File: config.mk
export PLATFORM = sky130hd
export DESIGN_NAME = gfp_front
export DESIGN_NICKNAME = d
export VERILOG_FILES = /design/src/sv/gfp_pkg.sv /design/src/sv/gfp_front.sv
export SDC_FILE = /design/constraint.sdc
export NUM_CORES = 1
export LEC_CHECK = 0
export ABC_AREA = 1
export BUFFER_PORTS_ARGS = -buffer_cell sky130_fd_sc_hd__buf_2
export CORE_UTILIZATION = 30
export DETAILED_ROUTE_END_ITERATION = 16
export MAX_ROUTING_LAYER = met4
export PLACE_DENSITY_LB_ADDON = 0.12
export SLEW_MARGIN = 20
export SYNTH_ARGS = -nofsm -noshare
export SYNTH_HDL_FRONTEND = slang
export SYNTH_SLANG_ARGS = --single-unit
File: constraint.sdc
create_clock -name clk -period 1.3 [get_ports clk]
set_input_delay 0.13 -clock clk [delete_from_list [all_inputs] [get_ports clk]]
set_output_delay 0.13 -clock clk [all_outputs]
set_load 0.02 [all_outputs]
File: src/sv/gfp_pkg.sv
// ----------------------------------------------------------------------------
// gfp_pkg
// Shared types, constants and the FNV-1a mix function of the graph
// fingerprinter.
// ----------------------------------------------------------------------------
package gfp_pkg;

  localparam logic [63:0] FNV_BASIS = 64'hCBF29CE484222325;

  localparam int          MAX_NODES  = 65535;
  localparam logic [15:0] NODE_LIMIT = (MAX_NODES < 65535) ? 16'(MAX_NODES) : 16'hFFFF;

  localparam int QUEUE_DEPTH = 4;

  // ASCII characters of the formatted text
  localparam logic [7:0] CH_C     = 8'h43;
  localparam logic [7:0] CH_COLON = 8'h3A;
  localparam logic [7:0] CH_MINUS = 8'h2D;
  localparam logic [7:0] CH_ZERO  = 8'h30;

  // reciprocal of ten for a 32-bit dividend, quotient = (v * RECIP10) >> 35
  localparam logic [31:0] RECIP10 = 32'hCCCCCCCD;

  typedef enum logic [2:0] {
    OP_BEGIN      = 3'd0,
    OP_NODE       = 3'd1,
    OP_COORD      = 3'd2,
    OP_CONSTRAINT = 3'd3,
    OP_FINISH     = 3'd4
  } op_code_t;

  typedef enum logic [2:0] {
    CMD_BEGIN,
    CMD_NODE,
    CMD_BYTE,
    CMD_CONSTRAINT,
    CMD_FINISH
  } cmd_code_t;

  typedef struct packed {
    cmd_code_t   code;
    logic [31:0] id;
    logic [7:0]  kind;
    logic        coord;  // node text goes on with a coordinate
    logic [7:0]  data;   // coordinate byte
    logic        mix;    // coordinate byte is hashed
    logic        last;   // coordinate ends here
  } fp_cmd_t;

  typedef enum logic [3:0] {
    ST_IDLE,
    ST_CHAR_C,
    ST_COLON_A,
    ST_MINUS,
    ST_DIV,
    ST_DIGIT,
    ST_SEP,
    ST_TAIL,
    ST_FOLD,
    ST_OUT
  } back_state_t;

  // (h ^ x) * prime mod 2^64, prime = 2^40 + 0x1B3
  function automatic logic [63:0] fnv_mix(input logic [63:0] h, input logic [63:0] x);
    logic [63:0] v;
    v = h ^ x;
    return v + (v << 1) + (v << 4) + (v << 5) + (v << 7) + (v << 8) + (v << 40);
  endfunction

endpackage

File: src/sv/gfp_front.sv
// ----------------------------------------------------------------------------
// gfp_front
// Input side: accept items, track a pending coordinate and turn each item
// into a command for the back sequencer, or drop it.
// ----------------------------------------------------------------------------
module gfp_front (
  input  logic             clk,
  input  logic             rst,
  input  logic             cfg_wr_en,
  input  logic [7:0]       cfg_wr_data,
  input  logic             s_axis_tvalid,
  output logic             s_axis_tready,
  input  logic [55:0]      s_axis_tdata,
  input  logic [2:0]       s_axis_tuser,
  input  logic             s_axis_tlast,
  input  logic             q_full,
  output logic             q_push,
  output gfp_pkg::fp_cmd_t q_cmd
);
  import gfp_pkg::*;

  logic [7:0] point_type_code;
  logic       awaiting_coord;
  logic       awaiting_coord_next;
  logic       accept;
  logic       cmd_valid;
  logic       coord_node;

  logic [31:0] item_id;
  logic [7:0]  item_kind;
  logic        has_coord;
  logic [7:0]  coord_byte;
  logic        byte_valid;

  assign item_id    = s_axis_tdata[31:0];
  assign item_kind  = s_axis_tdata[39:32];
  assign has_coord  = s_axis_tdata[40];
  assign coord_byte = s_axis_tdata[48:41];
  assign byte_valid = s_axis_tdata[49];

  assign s_axis_tready = !q_full;
  assign accept        = s_axis_tvalid && s_axis_tready;
  assign coord_node    = (item_kind == point_type_code) && has_coord;
  assign q_push        = accept && cmd_valid;

  always_comb begin
    q_cmd.code  = CMD_BEGIN;
    q_cmd.id    = item_id;
    q_cmd.kind  = item_kind;
    q_cmd.coord = coord_node;
    q_cmd.data  = coord_byte;
    q_cmd.mix   = byte_valid && (coord_byte != 8'd0);
    q_cmd.last  = s_axis_tlast;
    cmd_valid   = 1'b1;
    awaiting_coord_next = 1'b0;
    case (op_code_t'(s_axis_tuser))
      OP_BEGIN: begin
        q_cmd.code = CMD_BEGIN;
      end
      OP_NODE: begin
        q_cmd.code = CMD_NODE;
        awaiting_coord_next = coord_node;
      end
      OP_COORD: begin
        // drop a stray byte with no node waiting
        q_cmd.code = CMD_BYTE;
        cmd_valid  = awaiting_coord;
        awaiting_coord_next = awaiting_coord && !s_axis_tlast;
      end
      OP_CONSTRAINT: begin
        q_cmd.code = CMD_CONSTRAINT;
      end
      OP_FINISH: begin
        q_cmd.code = CMD_FINISH;
      end
      default: begin
        cmd_valid = 1'b0;
        awaiting_coord_next = awaiting_coord;
      end
    endcase
  end

  always_ff @(posedge clk) begin
    if (rst) begin
      point_type_code <= 8'd0;
      awaiting_coord  <= 1'b0;
    end else begin
      if (cfg_wr_en) begin
        point_type_code <= cfg_wr_data;
      end
      if (accept) begin
        awaiting_coord <= awaiting_coord_next;
      end
    end
  end

endmodule

==> results.cfg <==
[sta]
finalWorstSetupSlack_ps = -53.7
hold_viol = 0
fin_skew_ps = 3.30
maxSlewHeadroom_pct = 74.4
tightestPinTransition_ps = 384
rsz0062_at_grt = true
timing.fmax_ghz = 0.739
finalCritPeriodShare_pct = 104
min_period_ps = 1350
setup_viol = 1
slew_violations = 0

[power_and_ir_drop]
p_int_w = 0.000511
p_sw_w = 0.000248
power.density_nw_per_um2 = 832
leakage_nw = 0.524
peakVddDrop_uv = 321
swShare_pct = 32.6
pwr-share-comb_pct = 31.4
pwr-share-clk_pct = 28.4
p_seq_share_pct = 40.3

[detailed_routing]
antenna_left = 0
drc_errors = 10
dr.pass1.iters = 9
vias = 797
wire_per_inst_um = 10.6
routed_via_density = 4.40
drt-total-wl_mm = 1.93
drt_iter0_drc = 36

[setup_path]
timing.critical_path.cells = inv_1 -> nand2_1 -> nand2_1 -> nor2_1 -> nand2_1 -> nor4_2 -> buf_4
worst_ep_required_time_ps = 1170
rrSetupSlack_ps = 290
cp.arrival_ps = 1220
critPathSlowestCell = dfxtp_2
cp-end-kind = output pin
crit_path_start_kind = flop
path_class = flop to output pin
critPathMaxFanout = 2
r2r-end = awaiting_coord
cp_common_cell = nand2_1
cp_slowest_stage_delay_ps = 320
worst_r2r_path_depth = 6
r2r_start = point_type_code[3]

[cts]
cts_root_buf = clkbuf_4
cts_tree = done
clockBufferDepth = 2
cts_buffers = 3
clock_sinks = 9
post_cts_resized = 4
cts.clk_slew.worst_paths_ps = 60
clk_latency_ps = 260
ctsHoldBuffers = 0
ctsHtreeMaxLevel = 1
postCtsSetupRepairBufs = 0

[synthesis]
synth_area_per_cell_um2 = 6.60
synth.top_cell.area_share_pct = 40.9
synth-edff-count = 0
synth_seq_cells = 9
yosys_most_used_dff = dfxtp_1
synthTopCellsByCount = buf_4, inv_1, nand2_1
synthTopCellsByArea = buf_4, dfxtp_1, inv_1, nand2_1, a21oi_1
syn_area_um2 = 917
synth_top_area_cell = buf_4
ys_types = 18
ys_seq_area_share_pct = 19.6
synthCells = 139
yosysWarnings = 0
yosysMostFrequentCell = buf_4
syn_nets = 212
async_flop_share_pct = 0

[layout]
fin_area_um2 = 912
finalNetCount = 224
post-route-util_pct = 32.2
drive_gt1_share_pct = 49.3
syn_to_final_growth_pct = -0.546
antenna_cells = 0

[placed_design]
gp_congestion = 0.676
place_area_um2 = 866
dp_worst_setup_slack_ps = 151
hpwl_mm = 1.66
port_buffers = 58

[global_routing]
first_global_vias = 734
grt-ovfl-total = 0
gr-usage-all-layers_pct = 12.0
grt_pass1_wl_mm = 2.99
grt_antenna_before_repair = 0
grt_max_degree = 16

[hold_path]
whs_path_depth = 3
hp-start = cfg_wr_data[2]
min-delay-path-class = input port to flop
hold_end = point_type_code[2]

[die]
die_h_um = 57.3
dieArea_um2 = 3280
initial_core_util_pct = 32.4
die_width_um = 57.3
io_pins = 129
rows = 19
core-area_um2 = 2830

[status]
violations = design-rule violations, negative setup slack
status = finished, violations left

[job]
maxCapViolCount = 0
critical path: cells and delay by family, from the launching register on:
kind / cells / cell delay, ps
buffers and inverters: 2 / 220
AND/OR/NAND/NOR: 5 / 420
flip-flops: 1 / 320
stage by stage:
step                setup TNS [ps]  instances  total power, W  hold slack [ps]
floorplan                        0        139        0.000618              265
global placement                 0        177        0.000545              260
detailed placement               0        177        0.000546              260
CTS                           -137        181        0.000778             89.2
global route                  -166        181        0.000821             94.6
finish                       -53.7        181        0.000759             98.8
final cells by class:
type                       count  area [µm²]
fill                         339        1920
multi-input combinational     60         297
timing repair buffer          58         293
sequential                     9         186
inverter                      19        71.3
tap                           31        38.8
clock buffer                   4        26.3
routing by layer:
layer	GRT usage, %	part of all wire (%)	wire length [µm]	vias up
li1	-	-	-	406
met1	12.0	35	674	318
met2	20.0	51	980	63
met3	4.08	12	233	10
met4	8.01	2.0	38	0
met5	-	0	0	-
state kept, by name, summed over array words and instances (netlist names):
name             flops
awaiting_coord       1
point_type_code      8
power by group through the flow:
stage	logic, W	registers, W	clock network [W]
5_1_grt	0.000268	0.000309	0.000245
3_3_place_gp	0.000237	0.000308	0
6_report	0.000238	0.000306	0.000215
4_1_cts	0.000240	0.000304	0.000234
2_1_floorplan	0.000311	0.000307	0
3_5_place_dp	0.000237	0.000309	0
layout by cell type, fill, tap and decap left out:
cell type	instances
a21oi_1	8
nand2_1	19
inv_1	16
a21boi_0	1
dfxtp_1	4
nand3_1	1
nor4_2	1
o211ai_1	1
nand4_1	1
buf_2	57
o21ai_0	8
inv_2	3
a21oi_2	1
xor2_1	1
buf_4	1
a31oi_1	1
nor2_1	10
clkbuf_4	3
nand3_2	1
clkbuf_1	1
nor4_1	2
dfxtp_2	5
or2_2	2
nor3_1	2
worst max path at each step:
| stage | to | from | slack (ps) | cells past startpoint |
|---|---|---|---|---|
| after floorplan | q_cmd[10] | point_type_code[5] | 250 | 7 |
| after global placement | q_cmd[10] | point_type_code[4] | 170 | 7 |
| after detailed placement | q_cmd[10] | point_type_code[4] | 150 | 7 |
| after CTS | q_cmd[10] | point_type_code[4] | -140 | 7 |
| after global routing | q_cmd[10] | point_type_code[1] | -170 | 7 |
| final | q_cmd[10] | point_type_code[1] | -50 | 7 |
cell families (layout without fill, tap and decap cells):
logic type,after synthesis,count (layout),share of synthesized area [%]
flops,9,9,19.6
xor+xnor,1,1,0.955
simple gates,39,39,18.1
buf+inv,70,81,49.2
compound gates,20,20,12.0
Note: power is estimated with default switching activity, not from simulation.
