**src/sv/gfp_pkg.sv**
```systemverilog
// ----------------------------------------------------------------------------
// gfp_pkg
// Shared types, constants and the FNV-1a mix function of the graph
// fingerprinter.
// ----------------------------------------------------------------------------
package gfp_pkg;

  localparam logic [63:0] FNV_BASIS = 64'hCBF29CE484222325;

  localparam int          MAX_NODES  = 65535;
  localparam logic [15:0] NODE_LIMIT = (MAX_NODES < 65535) ? 16'(MAX_NODES) : 16'hFFFF;

  localparam int QUEUE_DEPTH = 4;

  // ASCII characters of the formatted text
  localparam logic [7:0] CH_C     = 8'h43;
  localparam logic [7:0] CH_COLON = 8'h3A;
  localparam logic [7:0] CH_MINUS = 8'h2D;
  localparam logic [7:0] CH_ZERO  = 8'h30;

  // reciprocal of ten for a 32-bit dividend, quotient = (v * RECIP10) >> 35
  localparam logic [31:0] RECIP10 = 32'hCCCCCCCD;

  typedef enum logic [2:0] {
    OP_BEGIN      = 3'd0,
    OP_NODE       = 3'd1,
    OP_COORD      = 3'd2,
    OP_CONSTRAINT = 3'd3,
    OP_FINISH     = 3'd4
  } op_code_t;

  typedef enum logic [2:0] {
    CMD_BEGIN,
    CMD_NODE,
    CMD_BYTE,
    CMD_CONSTRAINT,
    CMD_FINISH
  } cmd_code_t;

  typedef struct packed {
    cmd_code_t   code;
    logic [31:0] id;
    logic [7:0]  kind;
    logic        coord;  // node text goes on with a coordinate
    logic [7:0]  data;   // coordinate byte
    logic        mix;    // coordinate byte is hashed
    logic        last;   // coordinate ends here
  } fp_cmd_t;

  typedef enum logic [3:0] {
    ST_IDLE,
    ST_CHAR_C,
    ST_COLON_A,
    ST_MINUS,
    ST_DIV,
    ST_DIGIT,
    ST_SEP,
    ST_TAIL,
    ST_FOLD,
    ST_OUT
  } back_state_t;

  // (h ^ x) * prime mod 2^64, prime = 2^40 + 0x1B3
  function automatic logic [63:0] fnv_mix(input logic [63:0] h, input logic [63:0] x);
    logic [63:0] v;
    v = h ^ x;
    return v + (v << 1) + (v << 4) + (v << 5) + (v << 7) + (v << 8) + (v << 40);
  endfunction

endpackage

```
**src/sv/gfp_queue.sv**
```systemverilog
// ----------------------------------------------------------------------------
// gfp_queue
// Short command queue between the front classifier and the back sequencer.
// ----------------------------------------------------------------------------
module gfp_queue #(
  parameter int DEPTH = gfp_pkg::QUEUE_DEPTH
) (
  input  logic             clk,
  input  logic             rst,
  input  logic             push,
  input  gfp_pkg::fp_cmd_t push_cmd,
  output logic             full,
  output logic             valid,
  input  logic             pop,
  output gfp_pkg::fp_cmd_t pop_cmd
);
  import gfp_pkg::*;

  localparam int PW = (DEPTH > 1) ? $clog2(DEPTH) : 1;
  localparam int CW = $clog2(DEPTH + 1);

  fp_cmd_t         entries [DEPTH];
  logic [PW-1:0]   wr_ptr;
  logic [PW-1:0]   rd_ptr;
  logic [CW-1:0]   count;

  logic do_push;
  logic do_pop;

  assign full    = (count == CW'(DEPTH));
  assign valid   = (count != '0);
  assign pop_cmd = entries[rd_ptr];
  assign do_push = push && !full;
  assign do_pop  = pop && valid;

  always_ff @(posedge clk) begin
    if (do_push) begin
      entries[wr_ptr] <= push_cmd;
    end
    if (rst) begin
      wr_ptr <= '0;
      rd_ptr <= '0;
      count  <= '0;
    end else begin
      if (do_push) begin
        wr_ptr <= (wr_ptr == PW'(DEPTH - 1)) ? '0 : wr_ptr + 1'b1;
      end
      if (do_pop) begin
        rd_ptr <= (rd_ptr == PW'(DEPTH - 1)) ? '0 : rd_ptr + 1'b1;
      end
      if (do_push && !do_pop) begin
        count <= count + 1'b1;
      end else if (do_pop && !do_push) begin
        count <= count - 1'b1;
      end
    end
  end

endmodule

```
**config.mk**
```make
export PLATFORM = sky130hd
export DESIGN_NAME = gfp_queue
export DESIGN_NICKNAME = d
export VERILOG_FILES = /design/src/sv/gfp_pkg.sv /design/src/sv/gfp_queue.sv
export SDC_FILE = /design/constraint.sdc
export NUM_CORES = 1
export LEC_CHECK = 0
export BUFFER_PORTS_ARGS = -buffer_cell sky130_fd_sc_hd__buf_2
export CORE_MARGIN = 2
export CORE_UTILIZATION = 40
export CTS_CLUSTER_DIAMETER = 150
export DETAILED_ROUTE_END_ITERATION = 16
export PLACE_DENSITY_LB_ADDON = 0.1
export SLEW_MARGIN = 10
export SYNTH_ARGS = -nofsm -noshare
export SYNTH_HDL_FRONTEND = slang
export SYNTH_SLANG_ARGS = --single-unit
```
**constraint.sdc**
```tcl
create_clock -name clk -period 3.39 [get_ports clk]
set_input_delay 0 -clock clk [delete_from_list [all_inputs] [get_ports clk]]
set_output_delay 0 -clock clk [all_outputs]
set_load 0.01 [all_outputs]
```
==> parameters.txt, run 1 <==
Parameter                              Value

Route
  Iteration-0 DRC Markers ... 201
  Drt total wl ... 15400 um
  Total via count after detailed routing ... 3998
  DRC viols ... 0
  1st-pass router iterations ... 4
  Routed length per placed instance ... 19.0 um
  Number of nets with antenna violations after routing ... 0
  Via density per instance ... 4.94

Synthesis
  Commonest register cell after synthesis ... sky130_fd_sc_hd__edfxtp_1
  Most repeated cell in the gate-level netlist after synthesis ... sky130_fd_sc_hd__edfxtp_1
  Share of synthesized registers carrying an async set or reset ... 0
  Area fraction of the dominant cell type after synthesis ... 0.782
  Number of enable-type register cells in the synthesized netlist ... 216
  Cell types with the highest counts after synthesis ... 216 x sky130_fd_sc_hd__edfxtp_1, 54 x sky130_fd_sc_hd__mux4_2, 9 x sky130_fd_sc_hd__dfxtp_1
  Flop and latch count out of synthesis ... 225
  Top cells by area in the synthesized netlist ... sky130_fd_sc_hd__edfxtp_1 78%, sky130_fd_sc_hd__mux4_2 15%, sky130_fd_sc_hd__dfxtp_1 2.2%
  Net count after synthesis ... between 300 and 400
  Mean post-synth cell area ... 25.0 sq um
  Synth Warn # ... 0
  Synth area leader ... sky130_fd_sc_hd__edfxtp_1
  Distinct cell type count of the synthesized netlist ... 26
  Number of instances in the synthesized netlist ... roughly 330
  Netlist area before placement ... 0.00830 sq mm
  Sequential area share after synthesis ... 0.803

Worst setup path
  Critical path buffer and inverter count ... 2
  Cell at the slowest stage of the critical path ... sky130_fd_sc_hd__dfxtp_1
  Cell class contributing the biggest share of worst-path delay ... simple AND/OR/NAND/NOR gates
  Required time of the critical path ... 3.82 ns
  Startpoint kind of the worst setup timing path ... register
  Kind of end point of the critical path ... register
  Maximum fanout along the worst path ... 7
  Crit path arrival time ... between 2 and 3 ns
  WS Path Type ... reg -> reg
  Delay contributed by the slowest stage of the critical path ... ~0.43 ns
  Cell-by-cell trace of the critical path ... or3b_1 -> clkinv_4 -> nor2_2 -> ha_1 -> inv_1 -> fa_1 -> xor2_1 -> or3_1 -> a21oi_1

Clocking
  H-tree depth reported by CTS ... 1
  Num Clock Sinks ... 225
  Clock tree from TritonCTS ... built
  Count of buffers added by post-CTS timing repair for setup ... 0
  TritonCTS Buffers ... 24
  Clk pin slew, worst setup/hold paths ... 0.06 ns
  Max Buffers Root-to-Sink ... 3
  Clock Latency Late Sink ... 0.50 ns
  Clock root cell ... sky130_fd_sc_hd__clkbuf_16

Floorplan
  Horizontal die dimension ... 148 um
  Die Area ... 0.0219 sq mm
  Number of standard-cell rows in the floorplan ... 52
  Core Region ... 0.0203 sq mm
  Number of top-level pins ... between 100 and 150
  Starting density of the core ... 0.409
  Vertical die dimension ... 148 um

Finish
  Number of inserted filler cells in the final layout ... 1654
  Final Util ... 0.523
  Total inserted antenna cells ... 0
  Relative area change from synthesis to final layout ... 27.8%
  Layout net count ... 587
  Number of standard cells in the final layout excluding fillers ... 809
  Ratio of cells with drive above 1 in the final layout ... 0.410

GRT
  Largest net degree at the start of global routing ... 50
  Global-route usage over all layers ... 0.141
  GRT overflow ... 0
  First-pass GRT wire length ... 23500 um
  Initial antenna violation count ... 0
  Via count of the first global-routing pass ... 4254

Timing
  Total Negative Setup Slacks ... 0 ns
  Number of max-slew violations in the final report ... 0
  Period utilization ... 0.682
  Tightest slew margin relative to the limit ... 0.483
  Maximum achievable frequency ... around 430 MHz
  Transition time at the pin with the least slew margin ... 0.775 ns
  Fin. Hold Viols ... 0
  Setup repair after global routing missed its margin ... no
  Number of endpoints failing setup at the final stage ... 0
  Time the final worst path needs with I/O delays and setup ... 2.31 ns
  Fin Clk Skew ... just under 0.007 ns

Worst hold path
  Hold/Removal Path Class ... in -> reg

Run status
  Status ... complete, no violations

Flow run
  Max-cap violations ... 0

Power
  Static leakage ... 3.64 nW
  PD cells ... 720 mW/mm^2
  VDD IR max ... 0.379 mV

Placement
  Port Buffers ... approximately 110
  Number of cells after detailed placement ... approximately 710
  Post-DP HPWL ... between 8000 and 9000 um
  Gp weighted congestion ... 0.716
-- metrics by stage --
step                total power [mW]  area (sq um)  hold slack [ns]  worst slack (ns)
detailed placement              5.06          9220            0.219              1.10
CTS                             7.76         10600            0.228              1.00
global route                    7.98         10600            0.244             0.924
finish                          7.63         10600            0.245              1.08
floorplan                       4.50          8300           0.0989             0.967
global placement                5.04          9220            0.209              1.20
-- sequential cells by signal, summed over array words and instances (netlist names), named ones only --
signal	cells
count	3
entries	216
rd_ptr	2
wr_ptr	2
-- final timing paths --
kind	start	end	slack (ns)	cells past startpoint
worst min-delay path	push_cmd[14]	entries[3][14]	0.25	2
worst min register to register	rd_ptr[0]	register	0.49	2
worst max register to register	count[0]	count[2]	1.08	9
worst max-delay path	count[0]	count[2]	1.08	9
-- report_power, final --
part,total [mW],switching [mW],internal (mW)
clock,2.62,0.982,1.64
combinational,1.49,0.732,0.759
sequential,3.52,0.155,3.37
-- what timing repair did --
item,4_1_cts,5_1_grt
hold buffers,58,0
endpoints found under the setup margin,0,0
gates resized for setup,0,0
hold endpoints to repair,225,0
-- cell families after synthesis --
family                   Yosys count  synth area share
multiplexers                      56             0.149
AO/OA/AOI/OAI                      7           0.00603
flip-flops                       225             0.803
buffers and inverters             19            0.0175
adder cells (fa/ha/maj)            7            0.0115
XOR/XNOR                           2           0.00211
AND/OR/NAND/NOR                   16            0.0107
-- final cells by class --
| type | instances | area [sq um] | share of cell area |
|---|---|---|---|
| clock inverter | 15 | 170 | 0.0160 |
| sequential | 225 | 6670 | 0.629 |
| inverter | 5 | 37.5 | 0.00354 |
| tap | 270 | 338 | 0.0318 |
| clock buffer | 28 | 637 | 0.0600 |
| multi-input combinational | 88 | 1490 | 0.141 |
| timing repair buffer | 178 | 1260 | 0.119 |
-- worst register-to-register path: cells and delay by family, from the launching register on --
kind / cells / cell delay (ns)
AO/OA/AOI/OAI: 1 / 0.15
XOR/XNOR: 1 / 0.18
adder cells (fa/ha/maj): 2 / 0.58
buffers and inverters: 2 / 0.15
flip-flops: 1 / 0.43
AND/OR/NAND/NOR: 3 / 0.74
-- layout by cell type, fill, tap and decap left out, types with 3 or more instances in the layout --
cell type	instances
sky130_fd_sc_hd__buf_2	113
sky130_fd_sc_hd__inv_1	3
sky130_fd_sc_hd__dlygate4sd3_1	58
sky130_fd_sc_hd__dfxtp_1	7
sky130_fd_sc_hd__clkinv_1	4
sky130_fd_sc_hd__clkbuf_16	25
sky130_fd_sc_hd__edfxtp_1	216
sky130_fd_sc_hd__bufinv_16	4
sky130_fd_sc_hd__clkbuf_1	3
sky130_fd_sc_hd__clkinv_2	7
sky130_fd_sc_hd__or3_1	3
sky130_fd_sc_hd__ha_1	6
sky130_fd_sc_hd__mux4_2	54
sky130_fd_sc_hd__nor2_1	3
sky130_fd_sc_hd__a21oi_1	3
sky130_fd_sc_hd__and3_2	4
sky130_fd_sc_hd__buf_12	5
-- routing by layer --
metal,up-vias,part of all wire,global-route usage
met5,-,0,0
met4,0,0.019,0.0400
met3,28,0.057,0.0324
met2,103,0.50,0.243
met1,2075,0.42,0.182
li1,1792,-,-
No activity file was read; power rests on OpenSTA's default activity.
==> inputs of run 2 (changes only) <==
- clock period: 3.39 -> 1.9 ns (I/O delays scaled with it)
==> parameters.txt, run 2 (synthesis gave the netlist of run 1 again) <==
Parameter                              Value

Clocking
  Clock Latency Late Sink ... 0.50 ns (about the same)
  Clock tree from TritonCTS ... built
  Max Buffers Root-to-Sink ... 3 (unchanged)
  TritonCTS Buffers ... 24 (unchanged)
  H-tree depth reported by CTS ... 1 (unchanged)
  Clk pin slew, worst setup/hold paths ... 0.05 ns (about the same)
  Clock root cell ... sky130_fd_sc_hd__clkbuf_16
  Num Clock Sinks ... 225 (unchanged)

Timing
  Maximum achievable frequency ... 509 MHz (+18%)
  Time the final worst path needs with I/O delays and setup ... 1.96 ns (-0.346 ns)
  Transition time at the pin with the least slew margin ... 0.363 ns (-0.412 ns)
  Period utilization ... 1.03 (+0.353)
  Fin Clk Skew ... 0.00768 ns (+0.000860 ns)
  Setup repair after global routing missed its margin ... yes
  Final worst slack ... -0.0650 ns (-1.14 ns)
  Fin. Hold Viols ... 0 (unchanged)
  Worst hold slack across all endpoints ... 0.244 ns (-0.000815 ns)
  Tightest slew margin relative to the limit ... 0.758 (+0.275)
  Number of endpoints failing setup at the final stage ... 1 (+1)
  Number of max-slew violations in the final report ... 0 (unchanged)

Power
  PD cells ... 1280 mW/mm^2 (+78%)
  VDD IR max ... 0.866 mV (+130%)
  Static leakage ... 3.78 nW (+3.8%)

Run status
  Violated checks ... setup timing
  Status ... finished, violations left

Finish
  Number of inserted filler cells in the final layout ... 1609 (-2.7%)
  Number of standard cells in the final layout excluding fillers ... 826 (+2.1%)
  Commonest cells after routing, fill and taps aside ... 216 x sky130_fd_sc_hd__edfxtp_1, 95 x sky130_fd_sc_hd__buf_2, 57 x sky130_fd_sc_hd__dlygate4sd3_1
  Layout net count ... 605 (+3.1%)
  Relative area change from synthesis to final layout ... 32.0%
  Ratio of cells with drive above 1 in the final layout ... 0.438 (+0.0278)
  Top Registers ... entries: 216 flops, count: 3 flops
  Most flops, register ... entries
  Max FFs per register ... 216 (unchanged)
  Most common cell after layout, fill and taps aside ... sky130_fd_sc_hd__edfxtp_1

GRT
  GRT overflow ... 0 (unchanged)
  Initial antenna violation count ... 1 (+1)
  Largest net degree at the start of global routing ... 55 (+10%)
  First-pass GRT wire length ... 24100 um (+2.6%)
  Global-route usage over all layers ... 0.144 (+0.00256)
  Via count of the first global-routing pass ... 4359 (+2.5%)

Placement
  Gp weighted congestion ... 0.662 (-7.5%)
  Post-DP HPWL ... 9130 um (+2.2%)
  Port Buffers ... 113 (unchanged)
  Number of cells after detailed placement ... 722 (+2.0%)

Route
  Via density per instance ... 4.83 (-2.3%)
  Met3 routed wirelength ... 773 um (-12%)
  1st-pass router iterations ... 4 (unchanged)
  Drt total wl ... 15600 um (+1.6%)
  Total via count after detailed routing ... 3988 (-0.25%)
  M1 wire length ... 6750 um (+3.6%)
  Number of nets with antenna violations after routing ... 0 (unchanged)
  DRC viols ... 0 (unchanged)
  Routed length per placed instance ... 18.9 um (-0.46%)
  Highest metal layer with signal wires ... met4
  Routed length on met2 ... 7790 um (+1.7%)
  Iteration-0 DRC Markers ... 186 (-7.5%)

Worst setup path
  Kind of end point of the critical path ... register
  Maximum fanout along the worst path ... 4 (-3)
  Startpoint kind of the worst setup timing path ... register
  Required time of the critical path ... 2.33 ns (-1.49 ns)
  WS Path Type ... reg -> reg
  Crit path arrival time ... 2.39 ns (-0.35 ns)

Flow run
  Max-cap violations ... 0 (unchanged)

Floorplan
  Vertical die dimension ... 148 um (unchanged)
  Starting density of the core ... 0.409 (unchanged)
  Die Area ... 0.0219 sq mm (unchanged)
  Horizontal die dimension ... 148 um (unchanged)
  Number of top-level pins ... 114 (unchanged)
  Number of standard-cell rows in the floorplan ... 52 (unchanged)
  Core Region ... 0.0203 sq mm (unchanged)

Worst hold path
  Hold/Removal Path Class ... in -> reg
==> run 2: path summary, 6_finish.rpt <==
| kind | depth (start not counted) | slack [ns] | from | end |
|---|---|---|---|---|
| max | 9 | -0.06 | count[2] | count[2] |
| min | 2 | 0.24 | push_cmd[40] | entries[2][40] |
| max reg2reg | 9 | -0.06 | count[2] | count[2] |
| min reg2reg | 2 | 0.51 | rd_ptr[0] | register |
==> run 2: layout make-up <==
| cell class | count | area [sq um] | area share |
|---|---|---|---|
| timing repair buffer | 196 | 1600 | 0.146 |
| multi-input combinational | 88 | 1520 | 0.139 |
| inverter | 5 | 37.5 | 0.00343 |
| clock inverter | 8 | 118 | 0.0107 |
| tap | 270 | 338 | 0.0308 |
| sequential | 225 | 6680 | 0.610 |
| antenna | 1 | 2.50 | 0.000228 |
| clock buffer | 33 | 656 | 0.0599 |
==> run 2: through the flow <==
| step | utilization | power, mW | worst slack [ns] | setup TNS [ns] | area [sq um] |
|---|---|---|---|---|---|
| after floorplan | - | 8.04 | -0.0487 | -0.0487 | 8320 |
| after global placement | 0.463 | 9.19 | -0.0270 | -0.0270 | 9400 |
| after detailed placement | 0.463 | 9.25 | -0.122 | -0.122 | 9400 |
| after CTS | 0.531 | 14.0 | -0.106 | -0.106 | 10800 |
| after global routing | 0.540 | 14.7 | -0.147 | -0.711 | 11000 |
| final | 0.540 | 14.0 | -0.0650 | -0.0650 | 11000 |
==> run 2: what timing repair did <==
| action | 4_1_cts | 5_1_grt |
|---|---|---|
| gates resized for setup | 3 | 19 |
| setup buffers | 3 | 0 |
| pin swaps | 1 | 0 |
| hold endpoints to repair | 225 | 0 |
| endpoints found under the setup margin | 48 | 5 |
| cloned | 0 | 2 |
| hold buffers | 57 | 0 |
==> run 2: report_power, final <==
group	internal, mW	leakage, nW	total, mW	switching [mW]
Sequential	6.01	2.06	6.18	0.164
Combinational	1.80	1.35	3.33	1.53
Clock	2.81	0.377	4.53	1.72
Total	10.6	3.78	14.0	3.42
==> run 2: routing by layer <==
layer	global-route usage	vias to the layer above
met5	0	-
met1	0.190	2043
met2	0.244	100
li1	-	1825
met3	0.0293	20
met4	0.0419	0
==> run 2: critical path, cell delays in order (launching register included) <==
cell	delay, ns
sky130_fd_sc_hd__dfxtp_2	0.34
sky130_fd_sc_hd__or3b_4	0.25
sky130_fd_sc_hd__clkinv_4	0.05
sky130_fd_sc_hd__nor2_4	0.11
sky130_fd_sc_hd__ha_4	0.15
sky130_fd_sc_hd__inv_1	0.05
sky130_fd_sc_hd__fa_2	0.33
sky130_fd_sc_hd__xor2_1	0.18
sky130_fd_sc_hd__or3_1	0.32
sky130_fd_sc_hd__a21oi_2	0.13
==> inputs of run 3 (changes only) <==
- CORE_ASPECT_RATIO: unset -> 0.7
==> parameters.txt, run 3 (synthesis gave the netlist of run 1 again) <==
Parameter                              Value

Timing
  Tightest slew margin relative to the limit ... 0.759 (+0.00166)
  Fin. Hold Viols ... 0 (unchanged)
  Maximum achievable frequency ... 518 MHz (+1.7%)
  Transition time at the pin with the least slew margin ... 0.361 ns (-0.00249 ns)
  Period utilization ... 1.02 (-0.0175)
  Number of max-slew violations in the final report ... 0 (unchanged)
  Setup repair after global routing missed its margin ... yes
  Number of endpoints failing setup at the final stage ... 1 (unchanged)
  Time the final worst path needs with I/O delays and setup ... 1.93 ns (-0.0333 ns)
  Final worst slack ... -0.0317 ns (+0.0333 ns)
  Fin Clk Skew ... 0.00464 ns (-0.00303 ns)

Flow run
  Max-cap violations ... 0 (unchanged)

GRT
  Initial antenna violation count ... 0 (-1)
  Global-route usage over all layers ... 0.147 (+0.00333)
  First-pass GRT wire length ... 24600 um (+2.3%)
  GRT overflow ... 0 (unchanged)
  Via count of the first global-routing pass ... 4381 (+0.50%)
  Largest net degree at the start of global routing ... 45 (-18%)

Placement
  Post-DP HPWL ... 9150 um (+0.19%)
  Port Buffers ... 113 (unchanged)
  Setup slack at placement ... -0.104 ns (+0.0179 ns)
  Gp weighted congestion ... 0.728 (+10%)
  Instance area after placement ... 0.00937 sq mm (-0.35%)
  Number of cells after detailed placement ... 726 (+0.55%)

Finish
  Cell area after layout ... 0.0110 sq mm (+0.46%)
  Area of combinational cells with multiple inputs ... 0.00152 sq mm (unchanged)
  Max FFs per register ... 216 (unchanged)
  Most flops, register ... entries
  Relative area change from synthesis to final layout ... 32.6%
  Top Registers ... entries: 216 flops, count: 3 flops
  Ratio of cells with drive above 1 in the final layout ... 0.441 (+0.00323)
  Number of standard cells in the final layout excluding fillers ... 836 (+1.2%)
  Total inserted antenna cells ... 0 (-1)
  Number of inserted filler cells in the final layout ... 1616 (+0.44%)
  Layout net count ... 608 (+0.50%)
  Commonest cells after routing, fill and taps aside ... 216 x sky130_fd_sc_hd__edfxtp_1, 94 x sky130_fd_sc_hd__buf_2, 59 x sky130_fd_sc_hd__dlygate4sd3_1
  Area taken by flip-flops and latches ... 0.00668 sq mm (unchanged)
  Most common cell after layout, fill and taps aside ... sky130_fd_sc_hd__edfxtp_1
  Final Util ... 0.536 (-0.00374)

Worst setup path
  Maximum fanout along the worst path ... 5 (+1)
  WS Path Type ... reg -> reg
  Startpoint kind of the worst setup timing path ... register
  Required time of the critical path ... 2.33 ns (about the same)
  Launching element of the worst setup path ... count[2]
  Crit path arrival time ... 2.36 ns (-0.03 ns)
  Start of the worst register-to-register path ... count[2]
  Kind of end point of the critical path ... register

Clocking
  Num Clock Sinks ... 225 (unchanged)
  Clock root cell ... sky130_fd_sc_hd__clkbuf_16
  Clk pin slew, worst setup/hold paths ... 0.06 ns (about the same)
  Clock Latency Late Sink ... 0.50 ns (about the same)
  Max Buffers Root-to-Sink ... 3 (unchanged)
  TritonCTS Buffers ... 23 (-4.2%)
  H-tree depth reported by CTS ... 1 (unchanged)
  Clock tree from TritonCTS ... built

Worst hold path
  Hold/Removal Path Class ... in -> reg
  Hold path startpoint ... pop

Route
  Total via count after detailed routing ... 4021 (+0.83%)
  DRC viols ... 0 (unchanged)
  1st-pass router iterations ... 4 (unchanged)
  Via density per instance ... 4.81 (-0.38%)
  Number of nets with antenna violations after routing ... 0 (unchanged)
  Drt total wl ... 16000 um (+2.9%)
  Iteration-0 DRC Markers ... 230 (+24%)
  Routed length per placed instance ... 19.2 um (+1.6%)

Floorplan
  Horizontal die dimension ... 176 um (+19%)
  Vertical die dimension ... 125 um (-16%)
  Number of top-level pins ... 114 (unchanged)
  Core Region ... 0.0205 sq mm (+1.2%)
  Number of standard-cell rows in the floorplan ... 44 (-15%)
  Starting density of the core ... 0.404 (-0.00468)
  Die Area ... 0.0219 sq mm (about the same)

Run status
  Violated checks ... setup timing
  Status ... finished, violations left

Power
  Static leakage ... 3.81 nW (+0.78%)
  PD cells ... 1280 mW/mm^2 (-0.34%)
  VDD IR max ... 0.639 mV (-26%)
  Power consumption ... 14.1 mW (+0.11%)
-- run 3: changes by cell type in the layout (fill, tap and decap cells not counted), sizes merged --
cell         delta
dlygate4sd3     +2
clkbuf          -6
clkinv          +6
inv             +1
diode           -1
buf             +2
-- run 3: final timing paths --
path | to | slack, ns | cells past startpoint
worst max-delay path | count[2] | -0.03 | 9
worst min-delay path | count[0] | 0.02 | 5
worst max register to register | count[2] | -0.03 | 9
worst min register to register | count[2] | 0.55 | 2
-- run 3: what timing repair did --
action / in CTS / in global routing
pin swaps: 3 / 1
buffers inserted: 1 / 4
hold buffers: 57 / 2
gates resized for setup: 5 / 23
endpoints found under the hold margin: 225 / 4
cloned: 1 / 3
endpoints found under the setup margin: 14 / 24
-- run 3: through the flow --
| step | TNS [ns] | hold WS (ns) |
|---|---|---|
| after detailed placement | -0.104 | 0.217 |
| final | -0.0317 | 0.0236 |
| after global placement | -0.0236 | 0.213 |
| after floorplan | -0.0487 | 0.0989 |
| after CTS | -0.375 | -0.224 |
| after global routing | -0.650 | 0.0373 |
-- run 3: power by group --
part,internal (mW),switching (mW)
clock,2.63,1.75
sequential,6.01,0.147
combinational,1.91,1.61
-- run 3: cell type report --
type,instances,area share
inverter,5,0.00341
sequential,225,0.607
clock buffer,27,0.0537
timing repair buffer,200,0.153
multi-input combinational,88,0.138
tap,276,0.0314
clock inverter,15,0.0134
-- run 3: metal layers --
layer | part of all wire | global-route usage
met2 | 0.46 | 0.231
met3 | 0.069 | 0.0491
met1 | 0.45 | 0.201
met5 | 0 | 0
met4 | 0.018 | 0.0360
-- run 3: critical path, stage by stage (launching register included) --
cell and delay (ns):
sky130_fd_sc_hd__dfxtp_2 0.33, sky130_fd_sc_hd__or3b_4 0.25, sky130_fd_sc_hd__clkinv_4 0.06, sky130_fd_sc_hd__nor2_4 0.11, sky130_fd_sc_hd__ha_4 0.15, sky130_fd_sc_hd__inv_2 0.04
sky130_fd_sc_hd__fa_2 0.33, sky130_fd_sc_hd__xor2_1 0.16, sky130_fd_sc_hd__or3_1 0.32, sky130_fd_sc_hd__a21oi_2 0.12
